===== config.mk =====
export PLATFORM = sky130hd
export DESIGN_NAME = multi_slot_timeout_table_core
export DESIGN_NICKNAME = d
export VERILOG_FILES = /design/src/design/mstt_pkg.sv /design/src/design/multi_slot_timeout_table_core.sv
export SDC_FILE = /design/constraint.sdc
export NUM_CORES = 2
export LEC_CHECK = 0
export ABC_AREA = 1
export BUFFER_PORTS_ARGS = -buffer_cell sky130_fd_sc_hd__buf_2
export CAP_MARGIN = 20
export CORE_MARGIN = 2
export CORE_UTILIZATION = 40
export DETAILED_ROUTE_END_ITERATION = 6
export GPL_TIMING_DRIVEN = 0
export SLEW_MARGIN = 20
export SYNTH_ARGS = -nofsm -noshare
export SYNTH_HDL_FRONTEND = slang
export SYNTH_SLANG_ARGS = --single-unit
export TNS_END_PERCENT = 20

===== constraint.sdc =====
create_clock -name clk -period 26.5 [get_ports clk]
set_clock_uncertainty 0.1 [all_clocks]
set_input_delay 3.975 -clock clk [delete_from_list [all_inputs] [get_ports clk]]
set_output_delay 3.975 -clock clk [all_outputs]
set_load 0.005 [all_outputs]

===== src/design/mstt_pkg.sv =====
// Package with the transaction types and codes of the multi-slot timeout table.
package mstt_pkg;

  localparam logic [2:0] ACT_REGISTER   = 3'd0;
  localparam logic [2:0] ACT_TICK       = 3'd1;
  localparam logic [2:0] ACT_REMOVE_ID  = 3'd2;
  localparam logic [2:0] ACT_REMOVE_REP = 3'd3;
  localparam logic [2:0] ACT_CLEAR_ALL  = 3'd4;

  localparam logic [2:0] KIND_WAKE  = 3'd0;
  localparam logic [2:0] KIND_DROP  = 3'd1;
  localparam logic [2:0] KIND_REG   = 3'd2;
  localparam logic [2:0] KIND_FULL  = 3'd3;
  localparam logic [2:0] KIND_COUNT = 3'd4;

  localparam logic REPEAT_MARK = 1'b1;

  typedef struct packed {
    logic [2:0]  action;
    logic [31:0] now_ticks;
    logic [31:0] wait_ticks;
    logic        repeat_req;
    logic [15:0] timer_id;
    logic [15:0] user_tag;
  } mstt_in_t;

  typedef struct packed {
    logic [2:0]  kind;
    logic [15:0] event_id;
    logic [15:0] event_tag;
    logic [3:0]  removed_count;
    logic        last;
  } mstt_out_t;

  typedef enum logic [2:0] {
    ST_IDLE,
    ST_SHIFT,
    ST_READ,
    ST_EVAL,
    ST_DROP,
    ST_COUNT
  } mstt_state_t;

endpackage


===== src/design/multi_slot_timeout_table_core.sv =====
// Top level of the multi-slot timeout table: slot memory and walking sequencer.
//
// Usage: present an input transaction on in_item with start high while busy is low.
// Every result appears on out_item for one cycle with out_valid high; out_item.last
// marks the final result of the transaction. The receiver cannot stall the block
// and must take each result as it appears.
// Register keeps busy high while each held timer moves the slot memory down one
// place, then gives the result. A full table gives its result without moving any
// timer. Tick and the removals walk the held timers one slot at a time (memory
// read, then compare and write back), with a drop step for each drop event and a
// closing step: the count result for removals, or for a tick with results the
// held back final result, which waits until the walk shows that nothing follows it.
// Timers are kept packed in the slot memory, newest at slot 0.
// An unknown action or a tick on an empty table gives no result and leaves busy
// low. A tick that finds nothing due still walks the table with busy high.
// Reset clears the timer count and the id counter; the slot memory is not
// cleared since only entries below the count are ever read.
module multi_slot_timeout_table_core
  import mstt_pkg::*;
#(
  parameter int SLOTS = 8
) (
  input  logic      clk,
  input  logic      rst_n,
  input  logic      start,
  output logic      busy,
  input  mstt_in_t  in_item,
  output logic      out_valid,
  output mstt_out_t out_item
);

  localparam int IW = (SLOTS > 1) ? $clog2(SLOTS) : 1;
  localparam int CW = $clog2(SLOTS + 1);

  typedef struct packed {
    logic [15:0] id;
    logic [31:0] st;
    logic [31:0] wt;
    logic        rep;
    logic [15:0] tag;
  } slot_t;

  slot_t mem [SLOTS];
  slot_t rd_r;
  logic  we;
  logic [IW-1:0] wa, ra;
  slot_t wd;

  mstt_state_t state_r, state_nxt;
  mstt_in_t    req_r;
  logic [CW-1:0] cnt_r, cnt_nxt, idx_r, idx_nxt, keep_r, keep_nxt;
  logic [15:0] nid_r, nid_nxt;
  logic [3:0]  nrem_r, nrem_nxt;
  logic        hit;
  logic        emitted_r, emitted_nxt;
  mstt_out_t   hold_r, hold_nxt;
  logic [31:0] diff;

  always_ff @(posedge clk) begin
    if (we) begin
      mem[wa] <= wd;
    end
    rd_r <= mem[ra];
  end

  assign diff = req_r.now_ticks - rd_r.st;

  always_comb begin
    hit = 1'b0;
    case (req_r.action)
      ACT_TICK:       hit = (diff >= rd_r.wt);
      ACT_REMOVE_ID:  hit = (rd_r.id == req_r.timer_id);
      ACT_REMOVE_REP: hit = (rd_r.rep == req_r.repeat_req);
      default:        hit = 1'b1;
    endcase
  end

  always_comb begin
    state_nxt = state_r;
    unique case (state_r)
      ST_IDLE: begin
        if (start) begin
          unique case (in_item.action)
            ACT_REGISTER: state_nxt = ST_SHIFT;
            ACT_TICK, ACT_REMOVE_ID, ACT_REMOVE_REP, ACT_CLEAR_ALL:
              state_nxt = (cnt_r == '0) ? ((in_item.action == ACT_TICK) ? ST_IDLE : ST_COUNT)
                                        : ST_READ;
            default: state_nxt = ST_IDLE;
          endcase
        end
      end
      ST_SHIFT: begin
        if (cnt_r == CW'(SLOTS) || idx_r == '0) state_nxt = ST_IDLE;
      end
      ST_READ: state_nxt = ST_EVAL;
      ST_EVAL: begin
        if (hit && !(req_r.action == ACT_TICK && rd_r.rep == REPEAT_MARK)) begin
          state_nxt = ST_DROP;
        end else if (idx_r + 1'b1 < cnt_r) begin
          state_nxt = ST_READ;
        end else if (req_r.action == ACT_TICK) begin
          state_nxt = (emitted_r || hit) ? ST_COUNT : ST_IDLE;
        end else begin
          state_nxt = ST_COUNT;
        end
      end
      ST_DROP: begin
        if (idx_r < cnt_r) state_nxt = ST_READ;
        else state_nxt = ST_COUNT;
      end
      ST_COUNT: state_nxt = ST_IDLE;
      default:  state_nxt = ST_IDLE;
    endcase
  end

  always_comb begin
    cnt_nxt     = cnt_r;
    idx_nxt     = idx_r;
    keep_nxt    = keep_r;
    nid_nxt     = nid_r;
    nrem_nxt    = nrem_r;
    emitted_nxt = emitted_r;
    hold_nxt    = hold_r;
    we          = 1'b0;
    wa          = '0;
    wd          = rd_r;
    ra          = idx_r[IW-1:0];
    out_valid   = 1'b0;
    out_item    = '0;
    unique case (state_r)
      ST_IDLE: begin
        idx_nxt     = cnt_r;
        keep_nxt    = '0;
        nrem_nxt    = '0;
        emitted_nxt = 1'b0;
        if (start && in_item.action != ACT_REGISTER) begin
          idx_nxt = '0;
        end
        if (start && in_item.action == ACT_REGISTER && cnt_r != '0 &&
            cnt_r != CW'(SLOTS)) begin
          ra = IW'(cnt_r - 1'b1);
        end
      end
      ST_SHIFT: begin
        if (cnt_r == CW'(SLOTS)) begin
          out_valid = 1'b1;
          out_item.kind = KIND_FULL;
          out_item.event_tag = req_r.user_tag;
          out_item.last = 1'b1;
        end else if (idx_r != '0) begin
          we = 1'b1;
          wa = idx_r[IW-1:0];
          wd = rd_r;
          idx_nxt = idx_r - 1'b1;
          if (idx_r > CW'(1)) ra = IW'(idx_r - 2'd2);
        end else begin
          we = 1'b1;
          wa = '0;
          wd = '{id: nid_r, st: req_r.now_ticks, wt: req_r.wait_ticks,
                 rep: req_r.repeat_req, tag: req_r.user_tag};
          cnt_nxt = cnt_r + 1'b1;
          nid_nxt = nid_r + 16'd1;
          out_valid = 1'b1;
          out_item.kind = KIND_REG;
          out_item.event_id = nid_r;
          out_item.event_tag = req_r.user_tag;
          out_item.last = 1'b1;
        end
      end
      ST_READ: ;
      ST_EVAL: begin
        idx_nxt = idx_r + 1'b1;
        if (req_r.action == ACT_TICK) begin
          if (hit) begin
            out_valid = emitted_r;
            out_item = hold_r;
            hold_nxt = '0;
            hold_nxt.kind = KIND_WAKE;
            hold_nxt.event_id = rd_r.id;
            hold_nxt.event_tag = rd_r.tag;
            emitted_nxt = 1'b1;
          end
          if (hit && rd_r.rep != REPEAT_MARK) begin
            cnt_nxt = cnt_r;
          end else begin
            we = 1'b1;
            wa = keep_r[IW-1:0];
            wd = rd_r;
            if (hit) wd.st = req_r.now_ticks;
            keep_nxt = keep_r + 1'b1;
            if (idx_r + 1'b1 >= cnt_r) cnt_nxt = keep_r + 1'b1;
          end
        end else if (!hit) begin
          we = 1'b1;
          wa = keep_r[IW-1:0];
          wd = rd_r;
          keep_nxt = keep_r + 1'b1;
          if (idx_r + 1'b1 >= cnt_r) cnt_nxt = keep_r + 1'b1;
        end
      end
      ST_DROP: begin
        out_valid = 1'b1;
        if (req_r.action == ACT_TICK) begin
          out_item = hold_r;
          hold_nxt = '0;
          hold_nxt.kind = KIND_DROP;
          hold_nxt.event_id = rd_r.id;
          hold_nxt.event_tag = rd_r.tag;
        end else begin
          out_item.kind = KIND_DROP;
          out_item.event_id = rd_r.id;
          out_item.event_tag = rd_r.tag;
        end
        emitted_nxt = 1'b1;
        if (nrem_r != 4'd15) nrem_nxt = nrem_r + 4'd1;
        if (idx_r >= cnt_r) cnt_nxt = keep_r;
      end
      ST_COUNT: begin
        out_valid = 1'b1;
        if (req_r.action == ACT_TICK) begin
          out_item = hold_r;
        end else begin
          out_item.kind = KIND_COUNT;
          out_item.removed_count = nrem_r;
        end
        out_item.last = 1'b1;
      end
      default: ;
    endcase
  end

  always_ff @(posedge clk) begin
    if (!rst_n) begin
      state_r   <= ST_IDLE;
      cnt_r     <= '0;
      nid_r     <= '0;
      idx_r     <= '0;
      keep_r    <= '0;
      nrem_r    <= '0;
      emitted_r <= 1'b0;
      hold_r    <= '0;
    end else begin
      state_r   <= state_nxt;
      cnt_r     <= cnt_nxt;
      nid_r     <= nid_nxt;
      idx_r     <= idx_nxt;
      keep_r    <= keep_nxt;
      nrem_r    <= nrem_nxt;
      emitted_r <= emitted_nxt;
      hold_r    <= hold_nxt;
    end
  end

  always_ff @(posedge clk) begin
    if (state_r == ST_IDLE && start) req_r <= in_item;
  end

  assign busy = (state_r != ST_IDLE);

endmodule


==> impl_metrics.yaml <==
sta:
  slew_headroom_pct: 21.0
  rsz0062_at_grt: "false"
  period_needed_ns: 11.19
  fin_crit_sh_pct: 42.2
  hold_viol_final: 0
  finalSetupViolCount: 0
  setup_tns_ns: 0
  slew_viol_final: 0
  fin_ws_ns: 15.31
  worst_pin_slew_ns: 1.17
  max_freq_mhz: 89.3
drt:
  drt-total-wl_mm: 132
  drtPass1Iterations: 5
  drt-wirelength-per-cell_um: 23.0
  viasPerCell: 5.43
  drt_iter0_markers: 3229
  route.vias.total: 31200
  route.detailed.drc: 0
  final_antenna_net_count: 0
setup_path:
  path_class: "reg2out"
  regToRegSetupSlack_ns: 19.03
  path_buf_inv: 5
  timing.rr.start: "req_r[65]$_DFFE_PP_"
  r2r_end: "mem[0][39]$_DFFE_PP_"
  critPathTopFamily: "compound AO/OA/AOI/OAI gates"
  slowest_delay_ns: 0.57
  crit_required_ns: 22.42
  rr_worst_depth: 29
  slowest_stage: "clkbuf_1"
  critPathMaxFanout: 10
  start_kind: "flip-flop"
  critPathCaptureType: "primary output"
  crit_top_cell: "nand2_1"
  crit_arrival_ns: 7.12
synthesis:
  ys_async_sr_fraction_pct: 0
  synth-seq-area-share_pct: 66.5
  synth_area_sq_um: 44600
  synth_edf_count: 876
  ys_warn_count: 0
  synth_ff_type: "edfxtp_1"
  synth.net_count: 4051
  synth_area_per_cell_sq_um: 11.5
  yosysUniqueCellTypes: 48
  ys_ff_latch: 1042
  netlist_instances: 3865
final_layout:
  fill_cells: 9987
  fin_util_pct: 46.9
  nNetsFinal: 4356
  final_cells: 5751
  drive_above_1_share_pct: 12.2
  syn2layout_area_growth_pct: 16.3
job:
  cap_viol_max_count: 0
place:
  pre_cts_ws_ns: 16.16
  port_buffers: 144
  dp_hpwl_mm: 92.7
  gp_congestion: 0.934
  dp_cells: 5545
die:
  rows: 122
  fp.coreArea_sq_um: 111000
  die_height_um: 338
  die_area_sq_um: 114000
  initial_utilization_pct: 40.3
  die_x_um: 338
  io_pins: 145
clock_network:
  worst_skew_pair.late_latency_ns: 0.71
  clockBufferDepth: 3
  cts_setup_buffers: 0
  ctsHoldBuffers: 0
  path_clk_slew_ns: 0.06
  cts_buffers: 109
  cts_tree: "built"
  htree_num_levels: 3
  cts.sinks: 1042
  root_buffer: "clkbuf_16"
  cts_resized: 0
power:
  clockPowerShare_pct: 23.3
  swShare_pct: 39.6
  p_int_mw: 3.85
  power_density_nw_per_um2: 123
  p_seq_share_pct: 38.1
  ir_worst_vdd_uv: 67.8
  p_leak_nw: 18.7
  combPwrFrac_pct: 38.6
  switchingPower_mw: 2.53
global_routing:
  grt_antenna_before_repair: 0
  grt_overflow: 0
  grt_usage_pct: 23.0
  grt_max_degree: 31
  grt_first_pass_wirelength_mm: 194
  grt_pass1_vias: 29700
worst_hold_path:
  hp-start: "nid_r[15]$_SDFFE_PN0P_"
  holdPathStages: 1
  hold_class: "reg2reg"
  hold_end: "nid_r[15]$_SDFFE_PN0P_"
outcome:
  status: "finished clean"
-- cell usage after synthesis (2+ instances only) --
| master | instances | area share (%) |
|---|---|---|
| nor4_1 | 6 | 0.084 |
| inv_1 | 391 | 3.3 |
| clkbuf_1 | 135 | 1.1 |
| o221ai_1 | 3 | 0.059 |
| a211oi_1 | 137 | 2.3 |
| buf_4 | 3 | 0.051 |
| dfxtp_1 | 166 | 7.5 |
| clkinv_1 | 2 | 0.017 |
| or2_2 | 2 | 0.028 |
| ha_1 | 82 | 2.3 |
| o21bai_1 | 4 | 0.067 |
| nor3_1 | 18 | 0.20 |
| edfxtp_1 | 876 | 59 |
| a311oi_1 | 4 | 0.079 |
| buf_2 | 45 | 0.51 |
| nand3_1 | 170 | 1.9 |
| a221oi_1 | 3 | 0.059 |
| a21boi_0 | 2 | 0.034 |
| mux2_2 | 97 | 2.5 |
| o21a_1 | 5 | 0.084 |
| xor2_1 | 24 | 0.47 |
| o21ai_1 | 74 | 0.83 |
| xnor2_1 | 29 | 0.57 |
| o22ai_1 | 4 | 0.056 |
| a21oi_1 | 143 | 1.6 |
| nand3b_1 | 4 | 0.067 |
| nand2_1 | 628 | 5.3 |
| nand4_1 | 11 | 0.15 |
| inv_2 | 7 | 0.059 |
| a21o_1 | 5 | 0.084 |
| nor2_1 | 269 | 2.3 |
| nor2_4 | 2 | 0.051 |
| a31oi_1 | 4 | 0.056 |
| o2111ai_1 | 27 | 0.53 |
| buf_6 | 2 | 0.051 |
| o211ai_1 | 199 | 3.4 |
| o21ai_0 | 256 | 2.9 |
| buf_1 | 16 | 0.13 |
-- worst max-delay path by stage --
| stage | start | end | slack (ns) | depth (start not counted) |
|---|---|---|---|---|
| floorplan | start | req_r[0]$_DFFE_PP_ | 17.66 | 2 |
| global placement | req_r[65]$_DFFE_PP_ | mem[3][39]$_DFFE_PP_ | 11.70 | 26 |
| detailed placement | req_r[65]$_DFFE_PP_ | out_item[21] | 16.16 | 27 |
| CTS | req_r[65]$_DFFE_PP_ | out_item[21] | 15.37 | 27 |
| global route | req_r[65]$_DFFE_PP_ | out_item[29] | 14.92 | 27 |
| finish | req_r[65]$_DFFE_PP_ | out_item[27] | 15.31 | 27 |
-- kinds of logic (layout without fill, tap and decap cells) --
group | after synthesis | count (layout) | share of synthesized area, %
flops | 1042 | 1042 | 66.5
simple gates | 1114 | 1114 | 10.2
compound gates | 875 | 875 | 12.3
other cells | 0 | 1 | 0
mux | 97 | 97 | 2.45
buf+inv | 601 | 998 | 5.25
xor+xnor | 53 | 53 | 1.04
fa+ha+maj | 83 | 83 | 2.35
-- registers in the layout, summed over array words and instances, names as in the netlist --
name       cells
cnt_r          4
emitted_r      1
hold_r        33
idx_r          4
keep_r         4
mem          776
nid_r         16
nrem_r         4
rd_r          97
req_r        100
state_r        3
-- cell type report --
cell class / count / area (sq um) / area share (%)
multi-input combinational: 2222 / 12700 / 24.4
buffer: 201 / 837 / 1.62
clock buffer: 155 / 3000 / 5.79
inverter: 400 / 1500 / 2.90
sequential: 1042 / 29600 / 57.2
antenna: 1 / 2.50 / 0.00483
clock inverter: 48 / 460 / 0.889
tap: 1488 / 1860 / 3.59
timing repair buffer: 194 / 1860 / 3.59
-- stage by stage --
| stage | total power, mW | hold slack [ns] | instance area (sq um) |
|---|---|---|---|
| 6_report | 6.38 | 0.351 | 51800 |
| 5_1_grt | 6.71 | 0.400 | 51800 |
| 4_1_cts | 6.37 | 0.352 | 51800 |
| 3_5_place_dp | 4.89 | 0.344 | 48300 |
| 3_3_place_gp | 4.84 | 0.337 | 47100 |
| 2_1_floorplan | 3.91 | 0.326 | 44600 |
-- power by group through the flow --
stage | Clock (mW) | Combinational, mW | Sequential (mW)
4_1_cts | 1.51 | 2.44 | 2.42
5_1_grt | 1.57 | 2.70 | 2.44
2_1_floorplan | 0 | 1.50 | 2.41
6_report | 1.49 | 2.46 | 2.43
3_5_place_dp | 0 | 2.43 | 2.45
3_3_place_gp | 0 | 2.34 | 2.50
-- per-layer routing --
metal	vias to the layer above	routed length, um	part of all wire (%)	GRT usage, %
met3	183	10900	8.2	3.74
met5	-	0	0	0
met2	1363	60100	45	36.3
met4	0	3260	2.5	6.35
met1	15300	58200	44	32.8
li1	14400	-	-	-
-- cells in the final DEF (no fill, tap or decap), types with 109 or more instances in the layout --
cell type	n
inv_1	391
a21oi_1	143
a211oi_1	137
buf_2	189
edfxtp_1	876
nand2_1	628
nor2_1	260
o21ai_0	250
clkbuf_16	109
o211ai_1	199
nand3_1	170
clkbuf_1	171
dfxtp_1	166
Power figures use the tool's default switching activity.
